$ cat src/sv/wrsi_pkg.sv
// Shared types and constants of the Wilder RSI unit.
// Used by the divider and the top level; depends on nothing else.
`default_nettype none

package wrsi_pkg;

   localparam int PRICE_W      = 32;
   localparam int PERIOD_W     = 11;
   localparam int RSI_W        = 23;
   localparam int OUT_FRACTION = 16;
   // bits of the integer part of the RSI scale (100 < 2**SCALE_W)
   localparam int SCALE_W      = RSI_W - OUT_FRACTION;
   localparam int RSP_DATA_W   = ((RSI_W + 7) / 8) * 8;

   localparam logic [PERIOD_W-1:0] PERIOD_RESET = PERIOD_W'(14);
   localparam logic [RSI_W-1:0]    RSI_FIFTY    = RSI_W'(50 << OUT_FRACTION);
   localparam logic [RSI_W-1:0]    RSI_HUNDRED  = RSI_W'(100 << OUT_FRACTION);

   typedef struct packed {
      logic busy;
      logic done;
   } div_status_type;

endpackage

`default_nettype wire

$ cat src/sv/wrsi_div.sv
// Radix-2 restoring divider, one quotient bit per cycle.
// The dividend shifts out MSB first; uses wrsi_pkg for the status struct.
`default_nettype none

module wrsi_div #(
   parameter int NUM_W = 58,
   parameter int DEN_W = 59
) (
   input  logic                         clock,
   input  logic                         reset,
   input  logic                         start,
   input  logic [$clog2(NUM_W+1)-1:0]   steps,
   input  logic [NUM_W-1:0]             num,
   input  logic [DEN_W-1:0]             rem_init,
   input  logic [DEN_W-1:0]             den,
   output wrsi_pkg::div_status_type     status,
   output logic [NUM_W-1:0]             quot,
   output logic [DEN_W-1:0]             rem
);
   import wrsi_pkg::*;

   localparam int STEP_W = $clog2(NUM_W + 1);

   logic              busy_ff, busy_in;
   logic              done_ff, done_in;
   logic [STEP_W-1:0] cnt_ff, cnt_in;
   logic [NUM_W-1:0]  num_ff, num_in;
   logic [NUM_W-1:0]  quot_ff, quot_in;
   logic [DEN_W-1:0]  rem_ff, rem_in;
   logic [DEN_W-1:0]  den_ff, den_in;

   logic [DEN_W:0]    trial;
   logic [DEN_W:0]    trial_diff;
   logic              fits;

   assign trial      = {rem_ff, num_ff[NUM_W-1]};
   assign fits       = trial >= {1'b0, den_ff};
   assign trial_diff = trial - {1'b0, den_ff};

   always_comb begin
      busy_in = busy_ff;
      done_in = 1'b0;
      cnt_in  = cnt_ff;
      num_in  = num_ff;
      quot_in = quot_ff;
      rem_in  = rem_ff;
      den_in  = den_ff;
      if (start) begin
         busy_in = 1'b1;
         cnt_in  = steps;
         num_in  = num;
         quot_in = '0;
         rem_in  = rem_init;
         den_in  = den;
      end else if (busy_ff) begin
         num_in  = {num_ff[NUM_W-2:0], 1'b0};
         quot_in = {quot_ff[NUM_W-2:0], fits};
         rem_in  = fits ? trial_diff[DEN_W-1:0] : trial[DEN_W-1:0];
         cnt_in  = cnt_ff - STEP_W'(1);
         if (cnt_ff == STEP_W'(1)) begin
            busy_in = 1'b0;
            done_in = 1'b1;
         end
      end
   end

   always_ff @(posedge clock) begin
      if (reset) begin
         busy_ff <= 1'b0;
         done_ff <= 1'b0;
         cnt_ff  <= '0;
      end else begin
         busy_ff <= busy_in;
         done_ff <= done_in;
         cnt_ff  <= cnt_in;
      end
      num_ff  <= num_in;
      quot_ff <= quot_in;
      rem_ff  <= rem_in;
      den_ff  <= den_in;
   end

   assign status.busy = busy_ff;
   assign status.done = done_ff;
   assign quot        = quot_ff;
   assign rem         = rem_ff;

endmodule

`default_nettype wire

$ cat src/sv/wilder_rsi_indicator_unit.sv
// Wilder RSI unit: takes one price per beat and returns one Q7.16 RSI per beat,
// with a flag that is 0 during warm-up. One sample is worked on at a time. A warm-up
// sample passes the accept, move and emit steps; a sample that forms or smooths the
// averages goes through the one shared radix-2 divider, which runs gain, loss and
// the final ratio in turn, one quotient bit per cycle. When both averages are zero
// the ratio division is skipped. A stalled output register holds the sample in emit.
// A new sample is taken while the last result still waits in the output register.
// The user must write the period register only while the unit idles; the unit
// itself does not enforce this.
`default_nettype none

module wilder_rsi_indicator_unit #(
   parameter int PERIOD_MAX    = 1024,
   parameter int FRACTION_BITS = 16
) (
   input  logic                               clock,
   input  logic                               reset,
   // period register
   input  logic                               csr_we,
   input  logic [wrsi_pkg::PERIOD_W-1:0]      csr_wdata,
   // sample channel
   input  logic                               req_tvalid,
   output logic                               req_tready,
   input  logic [wrsi_pkg::PRICE_W-1:0]       req_tdata,  // [31:0] price
   input  logic [0:0]                         req_tuser,  // [0] series_start
   // result channel
   output logic                               rsp_tvalid,
   input  logic                               rsp_tready,
   output logic [wrsi_pkg::RSP_DATA_W-1:0]    rsp_tdata,  // [22:0] rsi_value, [23] zero
   output logic [0:0]                         rsp_tuser   // [0] rsi_valid
);
   import wrsi_pkg::*;

   localparam int SUM_W  = PRICE_W + $clog2(PERIOD_MAX);
   localparam int ACC_W  = SUM_W + FRACTION_BITS;
   localparam int DEN_W  = ACC_W + 1;
   localparam int STEP_W = $clog2(ACC_W + 1);
   localparam int CNT_W  = $clog2(PERIOD_MAX + 1);
   localparam int HG_W   = ACC_W + SCALE_W;

   typedef enum logic [2:0] {
      ST_IDLE,
      ST_MOVE,
      ST_DIV_START,
      ST_DIV_WAIT,
      ST_RSI_PREP,
      ST_RSI_START,
      ST_RSI_WAIT,
      ST_EMIT
   } state_type;

   state_type           state_ff, state_in;
   logic [PERIOD_W-1:0] period_ff, period_in;
   logic [PRICE_W-1:0]  price_ff, price_in;
   logic                start_ff, start_in;
   logic [PRICE_W-1:0]  last_ff, last_in;
   logic [CNT_W-1:0]    count_ff, count_in;
   logic                averaged_ff, averaged_in;
   logic [ACC_W-1:0]    gain_acc_ff, gain_acc_in;
   logic [ACC_W-1:0]    loss_acc_ff, loss_acc_in;
   logic [PRICE_W-1:0]  move_g_ff, move_g_in;
   logic [PRICE_W-1:0]  move_l_ff, move_l_in;
   logic                side_ff, side_in;
   logic [DEN_W-1:0]    sum_ff, sum_in;
   logic [HG_W-1:0]     hg_ff, hg_in;
   logic [RSI_W-1:0]    res_value_ff, res_value_in;
   logic                res_flag_ff, res_flag_in;
   logic                out_valid_ff, out_valid_in;
   logic [RSI_W-1:0]    out_value_ff, out_value_in;
   logic                out_flag_ff, out_flag_in;

   logic [PERIOD_W-1:0] eff_p;
   logic [PRICE_W-1:0]  gain_mv, loss_mv;
   logic                count_reached;
   logic [ACC_W-1:0]    acc_sel, m_ext, diff, form_num, new_avg;
   logic [PRICE_W-1:0]  mv_sel;
   logic                up;

   logic                div_start;
   logic [STEP_W-1:0]   div_steps;
   logic [ACC_W-1:0]    div_num;
   logic [DEN_W-1:0]    div_rem_init, div_den;
   div_status_type      div_st;
   logic [ACC_W-1:0]    div_quot;
   logic [DEN_W-1:0]    div_rem;

   wrsi_div #(
      .NUM_W (ACC_W),
      .DEN_W (DEN_W)
   ) u_div (
      .clock    (clock),
      .reset    (reset),
      .start    (div_start),
      .steps    (div_steps),
      .num      (div_num),
      .rem_init (div_rem_init),
      .den      (div_den),
      .status   (div_st),
      .quot     (div_quot),
      .rem      (div_rem)
   );

   // clamp the period to 1..PERIOD_MAX
   always_comb begin
      if (period_ff == '0) begin
         eff_p = PERIOD_W'(1);
      end else if (int'(period_ff) > PERIOD_MAX) begin
         eff_p = PERIOD_W'(PERIOD_MAX);
      end else begin
         eff_p = period_ff;
      end
   end

   assign gain_mv       = (price_ff > last_ff) ? price_ff - last_ff : '0;
   assign loss_mv       = (price_ff > last_ff) ? '0 : last_ff - price_ff;
   assign count_reached = int'(count_ff) >= int'(eff_p);

   assign acc_sel  = side_ff ? loss_acc_ff : gain_acc_ff;
   assign mv_sel   = side_ff ? move_l_ff : move_g_ff;
   assign m_ext    = ACC_W'({mv_sel, {FRACTION_BITS{1'b0}}});
   assign up       = m_ext >= acc_sel;
   assign diff     = up ? m_ext - acc_sel : acc_sel - m_ext;
   assign form_num = {acc_sel[SUM_W-1:0], {FRACTION_BITS{1'b0}}};

   // smoothing rounds the downward step up so the result stays a floor
   always_comb begin
      if (!averaged_ff) begin
         new_avg = div_quot;
      end else if (up) begin
         new_avg = acc_sel + div_quot;
      end else begin
         new_avg = acc_sel - div_quot - ACC_W'(div_rem != '0);
      end
   end

   always_comb begin
      div_start    = 1'b0;
      div_steps    = '0;
      div_num      = '0;
      div_rem_init = '0;
      div_den      = '0;
      unique case (state_ff)
         ST_DIV_START: begin
            div_start = 1'b1;
            div_steps = STEP_W'(ACC_W);
            div_num   = averaged_ff ? diff : form_num;
            div_den   = DEN_W'(eff_p);
         end
         ST_RSI_START: begin
            // the integer part of 100*gain already sits below the sum, so only
            // the RSI_W quotient bits are left to develop
            div_start    = sum_ff != '0;
            div_steps    = STEP_W'(RSI_W);
            div_num      = {hg_ff[SCALE_W-1:0], {(ACC_W-SCALE_W){1'b0}}};
            div_rem_init = DEN_W'(hg_ff[HG_W-1:SCALE_W]);
            div_den      = sum_ff;
         end
         default: begin
         end
      endcase
   end

   always_comb begin
      state_in     = state_ff;
      period_in    = csr_we ? csr_wdata : period_ff;
      price_in     = price_ff;
      start_in     = start_ff;
      last_in      = last_ff;
      count_in     = count_ff;
      averaged_in  = averaged_ff;
      gain_acc_in  = gain_acc_ff;
      loss_acc_in  = loss_acc_ff;
      move_g_in    = move_g_ff;
      move_l_in    = move_l_ff;
      side_in      = side_ff;
      sum_in       = sum_ff;
      hg_in        = hg_ff;
      res_value_in = res_value_ff;
      res_flag_in  = res_flag_ff;
      out_valid_in = out_valid_ff && !rsp_tready;
      out_value_in = out_value_ff;
      out_flag_in  = out_flag_ff;

      unique case (state_ff)
         ST_IDLE: begin
            if (req_tvalid) begin
               price_in = req_tdata;
               start_in = req_tuser[0];
               state_in = ST_MOVE;
            end
         end
         ST_MOVE: begin
            last_in = price_ff;
            if (start_ff || (!averaged_ff && count_ff == '0)) begin
               count_in     = CNT_W'(1);
               gain_acc_in  = '0;
               loss_acc_in  = '0;
               averaged_in  = 1'b0;
               res_value_in = '0;
               res_flag_in  = 1'b0;
               state_in     = ST_EMIT;
            end else begin
               move_g_in = gain_mv;
               move_l_in = loss_mv;
               side_in   = 1'b0;
               if (averaged_ff) begin
                  state_in = ST_DIV_START;
               end else begin
                  gain_acc_in = gain_acc_ff + ACC_W'(gain_mv);
                  loss_acc_in = loss_acc_ff + ACC_W'(loss_mv);
                  if (count_reached) begin
                     state_in = ST_DIV_START;
                  end else begin
                     if (int'(count_ff) < PERIOD_MAX) begin
                        count_in = count_ff + CNT_W'(1);
                     end
                     res_value_in = '0;
                     res_flag_in  = 1'b0;
                     state_in     = ST_EMIT;
                  end
               end
            end
         end
         ST_DIV_START: begin
            state_in = ST_DIV_WAIT;
         end
         ST_DIV_WAIT: begin
            if (div_st.done) begin
               if (side_ff) begin
                  loss_acc_in = new_avg;
                  averaged_in = 1'b1;
                  state_in    = ST_RSI_PREP;
               end else begin
                  gain_acc_in = new_avg;
                  side_in     = 1'b1;
                  state_in    = ST_DIV_START;
               end
            end
         end
         ST_RSI_PREP: begin
            sum_in   = DEN_W'(gain_acc_ff) + DEN_W'(loss_acc_ff);
            // 100*gain as 64g + 32g + 4g
            hg_in    = HG_W'({gain_acc_ff, 6'b0}) + HG_W'({gain_acc_ff, 5'b0})
                     + HG_W'({gain_acc_ff, 2'b0});
            state_in = ST_RSI_START;
         end
         ST_RSI_START: begin
            if (sum_ff == '0) begin
               res_value_in = RSI_FIFTY;
               res_flag_in  = 1'b1;
               state_in     = ST_EMIT;
            end else begin
               state_in = ST_RSI_WAIT;
            end
         end
         ST_RSI_WAIT: begin
            if (div_st.done) begin
               res_value_in = div_quot[RSI_W-1:0];
               res_flag_in  = 1'b1;
               state_in     = ST_EMIT;
            end
         end
         ST_EMIT: begin
            // hold until the output register is free
            if (!out_valid_ff || rsp_tready) begin
               out_valid_in = 1'b1;
               out_value_in = res_value_ff;
               out_flag_in  = res_flag_ff;
               state_in     = ST_IDLE;
            end
         end
         default: begin
            state_in = ST_IDLE;
         end
      endcase
   end

   always_ff @(posedge clock) begin
      if (reset) begin
         state_ff     <= ST_IDLE;
         period_ff    <= PERIOD_RESET;
         count_ff     <= '0;
         averaged_ff  <= 1'b0;
         side_ff      <= 1'b0;
         out_valid_ff <= 1'b0;
      end else begin
         state_ff     <= state_in;
         period_ff    <= period_in;
         count_ff     <= count_in;
         averaged_ff  <= averaged_in;
         side_ff      <= side_in;
         out_valid_ff <= out_valid_in;
      end
      price_ff     <= price_in;
      start_ff     <= start_in;
      last_ff      <= last_in;
      gain_acc_ff  <= gain_acc_in;
      loss_acc_ff  <= loss_acc_in;
      move_g_ff    <= move_g_in;
      move_l_ff    <= move_l_in;
      sum_ff       <= sum_in;
      hg_ff        <= hg_in;
      res_value_ff <= res_value_in;
      res_flag_ff  <= res_flag_in;
      out_value_ff <= out_value_in;
      out_flag_ff  <= out_flag_in;
   end

   assign req_tready = state_ff == ST_IDLE;
   assign rsp_tvalid = out_valid_ff;
   assign rsp_tdata  = RSP_DATA_W'(out_value_ff);
   assign rsp_tuser  = out_flag_ff;

   a_idle_div_quiet: assert property (@(posedge clock) disable iff (reset)
      req_tready |-> !div_st.busy)
      else $error("divider busy while taking a sample");

   a_done_expected: assert property (@(posedge clock) disable iff (reset)
      div_st.done |-> (state_ff == ST_DIV_WAIT || state_ff == ST_RSI_WAIT))
      else $error("divider finished outside a wait state");

   a_warmup_zero: assert property (@(posedge clock) disable iff (reset)
      (rsp_tvalid && !rsp_tuser[0]) |-> (rsp_tdata == '0))
      else $error("warm-up beat carries a nonzero value");

   a_rsi_range: assert property (@(posedge clock) disable iff (reset)
      rsp_tvalid |-> (rsp_tdata[RSI_W-1:0] <= RSI_HUNDRED))
      else $error("RSI above 100");

endmodule

`default_nettype wire

$ cat config.mk
export PLATFORM = sky130hd
export DESIGN_NAME = wilder_rsi_indicator_unit
export DESIGN_NICKNAME = d
export VERILOG_FILES = /design/src/sv/wrsi_pkg.sv /design/src/sv/wrsi_div.sv /design/src/sv/wilder_rsi_indicator_unit.sv
export SDC_FILE = /design/constraint.sdc
export NUM_CORES = 2
export LEC_CHECK = 0
export ABC_CLOCK_PERIOD_IN_PS = 15100
export BUFFER_PORTS_ARGS = -buffer_cell sky130_fd_sc_hd__buf_2
export CAP_MARGIN = 20
export CORE_ASPECT_RATIO = 0.7
export CORE_MARGIN = 10
export CORE_UTILIZATION = 65
export CTS_CLUSTER_SIZE = 25
export DETAILED_ROUTE_END_ITERATION = 12
export PLACE_DENSITY = 0.82
export SLEW_MARGIN = 20
export SYNTH_ARGS = -nofsm -noshare
export SYNTH_HDL_FRONTEND = slang
export SYNTH_HIERARCHICAL = 1
export SYNTH_SLANG_ARGS = --single-unit
export TNS_END_PERCENT = 10
$ cat constraint.sdc
create_clock -name clock -period 15.1 [get_ports clock]
set_input_delay 2.265 -clock clock [delete_from_list [all_inputs] [get_ports clock]]
set_output_delay 2.265 -clock clock [all_outputs]
set_load 0.01 [all_outputs]
-- Yosys cells after proc, flatten, opt, wreduce, memory -nomap -nowiden
Cells that the tools add are included.
- register bits: 687
- word-level logic and storage cells: 168
- mux-type cells: 70
- $add $sub $neg: 15
- eq/ne operators: 21
- order comparisons: 6
- bitwise logic cells: 2
- reduce and logical (&&, ||, !) cells: 28
- operator list (operator ; count):
    $mux 58 ; 16
    $pmux 58 s2 ; 3
    $mux 59 ; 3
    $pmux 59 s2 ; 1
    $reduce_bool 59->1 ; 2
    $add 58x32->58 ; 2
    $mux 23 ; 5
    $mux 32 ; 3
    $pmux 23 s3 ; 1
    $mux 11 ; 6
    $add 64x63->65 ; 1
    $add 65x60->65 ; 1
    $sub 32x32->32 ; 2
    $ge 60x59->1 ; 1
    $add 58x58->59 ; 1
    $logic_not 59->1 ; 1
    $sub 59x59->59 ; 1
    $add 58x58->58 ; 1
    $ge 48x58->1 ; 1
    $sub 48x58->58 ; 1
    $sub 58x1->58 ; 1
    $sub 58x48->58 ; 1
    $sub 58x58->58 ; 1
    $gt 32x32->1 ; 1
    other kinds (32) ; 85

-- Longest topological paths before layout
- word-level depth: 8
- depth in mapped cells: 30
- depth with buffers taken out: 29

-- By module
Netlist, hierarchy kept.
- by module, submodules not included (module ; area an instance (um^2) ; instances ; cells an instance ; sequential area each (um^2)):
    wilder_rsi_indicator_unit ; 46893.7 ; 1 ; 5469 ; 13022.5
    wrsi_div ; 13444.1 ; 1 ; 1300 ; 6606.3

-- Least setup slack after synthesis
No wires, ideal clock.
- path type: register to register
- from: reg state_ff[2]
- to: reg hg_ff[10], enable pin
- setup time: 778 ps
- path slack: 4599 ps
- stages on the path, launching flop included: 4
- arrival: 9723 ps
- period minus slack after synthesis: 10501 ps
- path buffers: 2
- path through: dfxtp_1 clkbuf_1 clkbuf_1 nor3b_1
- word-level cells in the longest chain between the ends: 1
- RTL lines (what ; RTL line ; RTL):
    start: declaration ; wilder_rsi_indicator_unit.sv:52 ; state_type state_ff, state_in;
    start signal: assignment ; wilder_rsi_indicator_unit.sv:287 ; state_ff <= state_in;
    $eq 3x3->1 ; wilder_rsi_indicator_unit.sv:184 ; unique case (state_ff)
    end signal: assignment ; wilder_rsi_indicator_unit.sv:302 ; hg_ff <= hg_in;
    end: declaration ; wilder_rsi_indicator_unit.sv:65 ; logic [HG_W-1:0] hg_ff, hg_in;
No other way between the ends.
A chain may end at the register's enable or synchronous reset.

-- Final worst setup path
- from: reg price_ff[0]
- to: reg gain_acc_ff[52] (data pin)
- word-level cells in the longest chain between the ends: 6
- RTL lines (what ; RTL line ; RTL):
    start: declaration ; wilder_rsi_indicator_unit.sv:54 ; logic [PRICE_W-1:0] price_ff, price_in;
    start signal: assignment ; wilder_rsi_indicator_unit.sv:294 ; price_ff <= price_in;
    $sub 32x32->32 / $gt 32x32->1 (equally long branches) ; wilder_rsi_indicator_unit.sv:114 ; assign gain_mv = (price_ff > last_ff) ? price_ff - last_ff : '0;
    $mux 32 * ; wilder_rsi_indicator_unit.sv:114 ;
    net gain_mv[0] ; wilder_rsi_indicator_unit.sv:73 ; logic [PRICE_W-1:0] gain_mv, loss_mv;
    $add 58x32->58 * ; wilder_rsi_indicator_unit.sv:209 ; gain_acc_in = gain_acc_ff + ACC_W'(gain_mv);
    $mux 58 * ; wilder_rsi_indicator_unit.sv:206 ; if (averaged_ff) begin
    $mux 58 * ; wilder_rsi_indicator_unit.sv:194 ; if (start_ff || (!averaged_ff && count_ff == '0)) begin
    $pmux 58 s2 * ; wilder_rsi_indicator_unit.sv:184 ;
    net gain_acc_in[52] ; wilder_rsi_indicator_unit.sv:59 ; logic [ACC_W-1:0] gain_acc_ff, gain_acc_in;
    end signal: assignment ; wilder_rsi_indicator_unit.sv:297 ; gain_acc_ff <= gain_acc_in;
    end: declaration ; wilder_rsi_indicator_unit.sv:59 ;
Mark *: on every way through the listed nets, which the timed path passes. The rest lies on a longest branch. The select of a mux whose other input is x is not followed.

==> impl_metrics.py <==
metrics = {
    "floorplan": {
        "ios": 76,
        "start_util_pct": 65.55,
        "fp.dieW_um": 384.1,
        "die_y_um": 274.9,
        "row_count": 93,
        "die_area_um2": 105600,
        "core_um2": 92040,
    },
    "global_routing": {
        "grt_overflow_total": 0,
        "grt_pass1_wl_mm": 313.7,
        "globalRouteMet3Util_pct": 11.36,
        "use_met1_pct": 52.18,
        "grt_pass1_vias": 51176,
        "top_usage_layer": "met2",
        "grt_util_met2_pct": 55.87,
        "grt_max_degree": 111,
        "track_usage_pct": 38.30,
        "antenna_found_initial": 13,
    },
    "placed_design": {
        "hpwlAfterDp_mm": 163.7,
        "routabilityCongestion": 1.053,
        "io_buffer_count": 74,
        "place_area_um2": 61490,
    },
    "routing": {
        "vias": 54844,
        "routedWlPerCell_um": 26.50,
        "dr.pass1.iters": 9,
        "wl_mm": 210.9,
        "via_per_inst": 6.891,
        "drtAntennaViolNets": 0,
        "drc": 0,
        "drt-initial-drc-count": 7942,
    },
    "worst_setup_path": {
        "slowest_delay_ns": 0.79,
        "arrival_ns": 8.93,
        "critPathMostFrequentCell": "a21oi_1",
        "worstPathRequired_ns": 15.49,
        "path_class": "flip-flop to flip-flop",
        "critPathMaxFanout": 33,
        "crit_slowest_cell": "o31ai_1",
        "start_kind": "flip-flop",
        "critPathBufInv": 4,
        "path_delay_family": "compound AO/OA/AOI/OAI gates",
        "cp-end-kind": "flip-flop",
    },
    "pwr": {
        "p_per_area_nw_per_um2": 144.2,
        "seq_power_share_pct": 30.2,
        "swShare_pct": 43.21,
        "p_total_mw": 9.224,
        "switching_power_mw": 3.986,
        "ir_drop_uv": 118.6,
        "p_leak_nw": 26.52,
        "clockPowerShare_pct": 20.6,
        "pwr-share-comb_pct": 49.2,
        "intPower_mw": 5.238,
    },
    "cts": {
        "cts_hold_buffers": 0,
        "post-cts-setup-buffer-count": 0,
        "cts.sinks": 685,
        "clockBufferDepth": 3,
        "clk_pin_slew_worst_paths_ns": 0.06,
        "cts.repair.resized": 0,
        "htree_levels": 3,
        "worst_skew_pair.late_latency_ns": 0.70,
        "cts_tree": "done",
        "root_buffer": "clkbuf_16",
        "numCtsBuffers": 73,
    },
    "cells_and_area": {
        "postLayoutCellArea_um2": 63960,
        "drive_gt1_share_pct": 6.823,
        "fin_nets": 7344,
        "fillers": 7212,
        "area_delta_synth_final_pct": 6.010,
        "multi_input_area_um2": 37860,
        "final-seq-area_um2": 19640,
        "post-route-util_pct": 69.49,
    },
    "sta": {
        "rsz0062_at_grt": "false",
        "slew-limit-headroom_pct": 19.33,
        "setup_viol": 0,
        "timing.setup.tns_ns": 0,
        "fin_crit_sh_pct": 56.54,
        "slew_violations": 0,
        "period_minus_slack_ns": 8.538,
        "worstMarginPinSlew_ns": 1.197,
        "clock_skew_ns": 0.04352,
        "finalHoldViolations": 0,
        "max_freq_mhz": 117.1,
    },
    "synthesis": {
        "synth_area_um2": 60330,
        "synthCells": 6768,
        "yosys_warnings": 6,
        "avgSynthCellArea_um2": 8.914,
    },
    "worst_hold_path": {
        "hp-class": "flip-flop to flip-flop",
    },
    "job": {
        "maxCapViolations": 0,
    },
    "run_status": {
        "status": "finished, final reports clean",
    },
}
## registers in the layout, summed over array words and instances, names as in the netlist, 23 cells and up
| name | count |
|---|---|
| hg_ff | 63 |
| sum_ff | 59 |
| u_div/den_ff | 59 |
| u_div/rem | 59 |
| gain_acc_ff | 58 |
| loss_acc_ff | 58 |
| u_div/num_ff | 58 |
| u_div/quot | 58 |
| last_ff | 32 |
| move_g_ff | 32 |
| move_l_ff | 32 |
| price_ff | 32 |
| out_value_ff | 23 |
| res_value_ff | 23 |
## per-layer routing
metal / vias up / routed length [um]
li1: 24536 / -
met1: 26035 / 83590
met2: 3624 / 87490
met3: 645 / 28350
met4: 4 / 11470
met5: - / 32
## worst paths after layout
kind	from	to	slack [ns]	cells after the start
hold / removal	res_value_ff[9]$_SDFFCE_PN0P_	out_value_ff[9]$_DFFE_PP_	0.42	0
setup reg to reg	price_ff[0]$_DFFE_PP_	gain_acc_ff[52]$_DFFE_PP_	6.56	30
setup / recovery	price_ff[0]$_DFFE_PP_	gain_acc_ff[52]$_DFFE_PP_	6.56	30
hold reg to reg	res_value_ff[9]$_SDFFCE_PN0P_	out_value_ff[9]$_DFFE_PP_	0.42	0
## power groups by stage
stage	Sequential [mW]	Combinational, mW	Clock (mW)
floorplan	2.66	3.31	0
global placement	2.79	4.25	0
detailed placement	2.80	4.35	0
CTS	2.76	4.40	1.90
global route	2.79	4.90	1.98
finish	2.78	4.54	1.90
## layout by cell type (no fill, tap or decap), types with 56 or more instances in the layout
| master | count |
|---|---|
| a211oi_1 | 79 |
| a21o_1 | 296 |
| a21oi_1 | 638 |
| a31oi_1 | 56 |
| and3_1 | 171 |
| buf_2 | 74 |
| buf_4 | 58 |
| clkbuf_16 | 73 |
| dfxtp_1 | 90 |
| edfxtp_1 | 591 |
| fa_1 | 65 |
| ha_1 | 575 |
| inv_1 | 431 |
| mux2_2 | 88 |
| mux2i_1 | 158 |
| nand2_1 | 497 |
| nand2b_1 | 65 |
| nand3_1 | 114 |
| nand4_1 | 116 |
| nor2_1 | 548 |
| nor2b_1 | 67 |
| nor3_1 | 104 |
| o21ai_0 | 375 |
| o21bai_1 | 97 |
| xnor2_1 | 302 |
| xor2_1 | 176 |
## per-stage QoR
| step | hold WS (ns) | cells | worst slack, ns |
|---|---|---|---|
| 6_report | 0.4218 | 7959 | 6.562 |
| 5_1_grt | 0.4366 | 7948 | 6.141 |
| 4_1_cts | 0.4199 | 7948 | 6.853 |
| 3_5_place_dp | 0.4052 | 7815 | 6.885 |
| 3_3_place_gp | 0.4017 | 7815 | 7.229 |
| 2_1_floorplan | 0.4003 | 6769 | 4.599 |
## area by class of cell
cell class / instances / area share [%]
sequential: 685 / 30.71
timing repair buffer: 132 / 1.260
clock buffer: 90 / 2.987
antenna: 11 / 0.04304
clock inverter: 43 / 0.8236
tap: 1235 / 2.416
multi-input combinational: 5328 / 59.20
inverter: 435 / 2.557
## worst reg2reg max path: cells and delay by family (launching register included)
family	cells	cell delay [ns]
buffers and inverters	4	0.50
and+or+nand+nor	5	1.01
DFF	1	0.37
AOI/OAI and AO/OA	16	5.19
xor gates and xnor gates	1	0.13
adders and majority gates	4	1.06
Power figures use the tool's default switching activity.
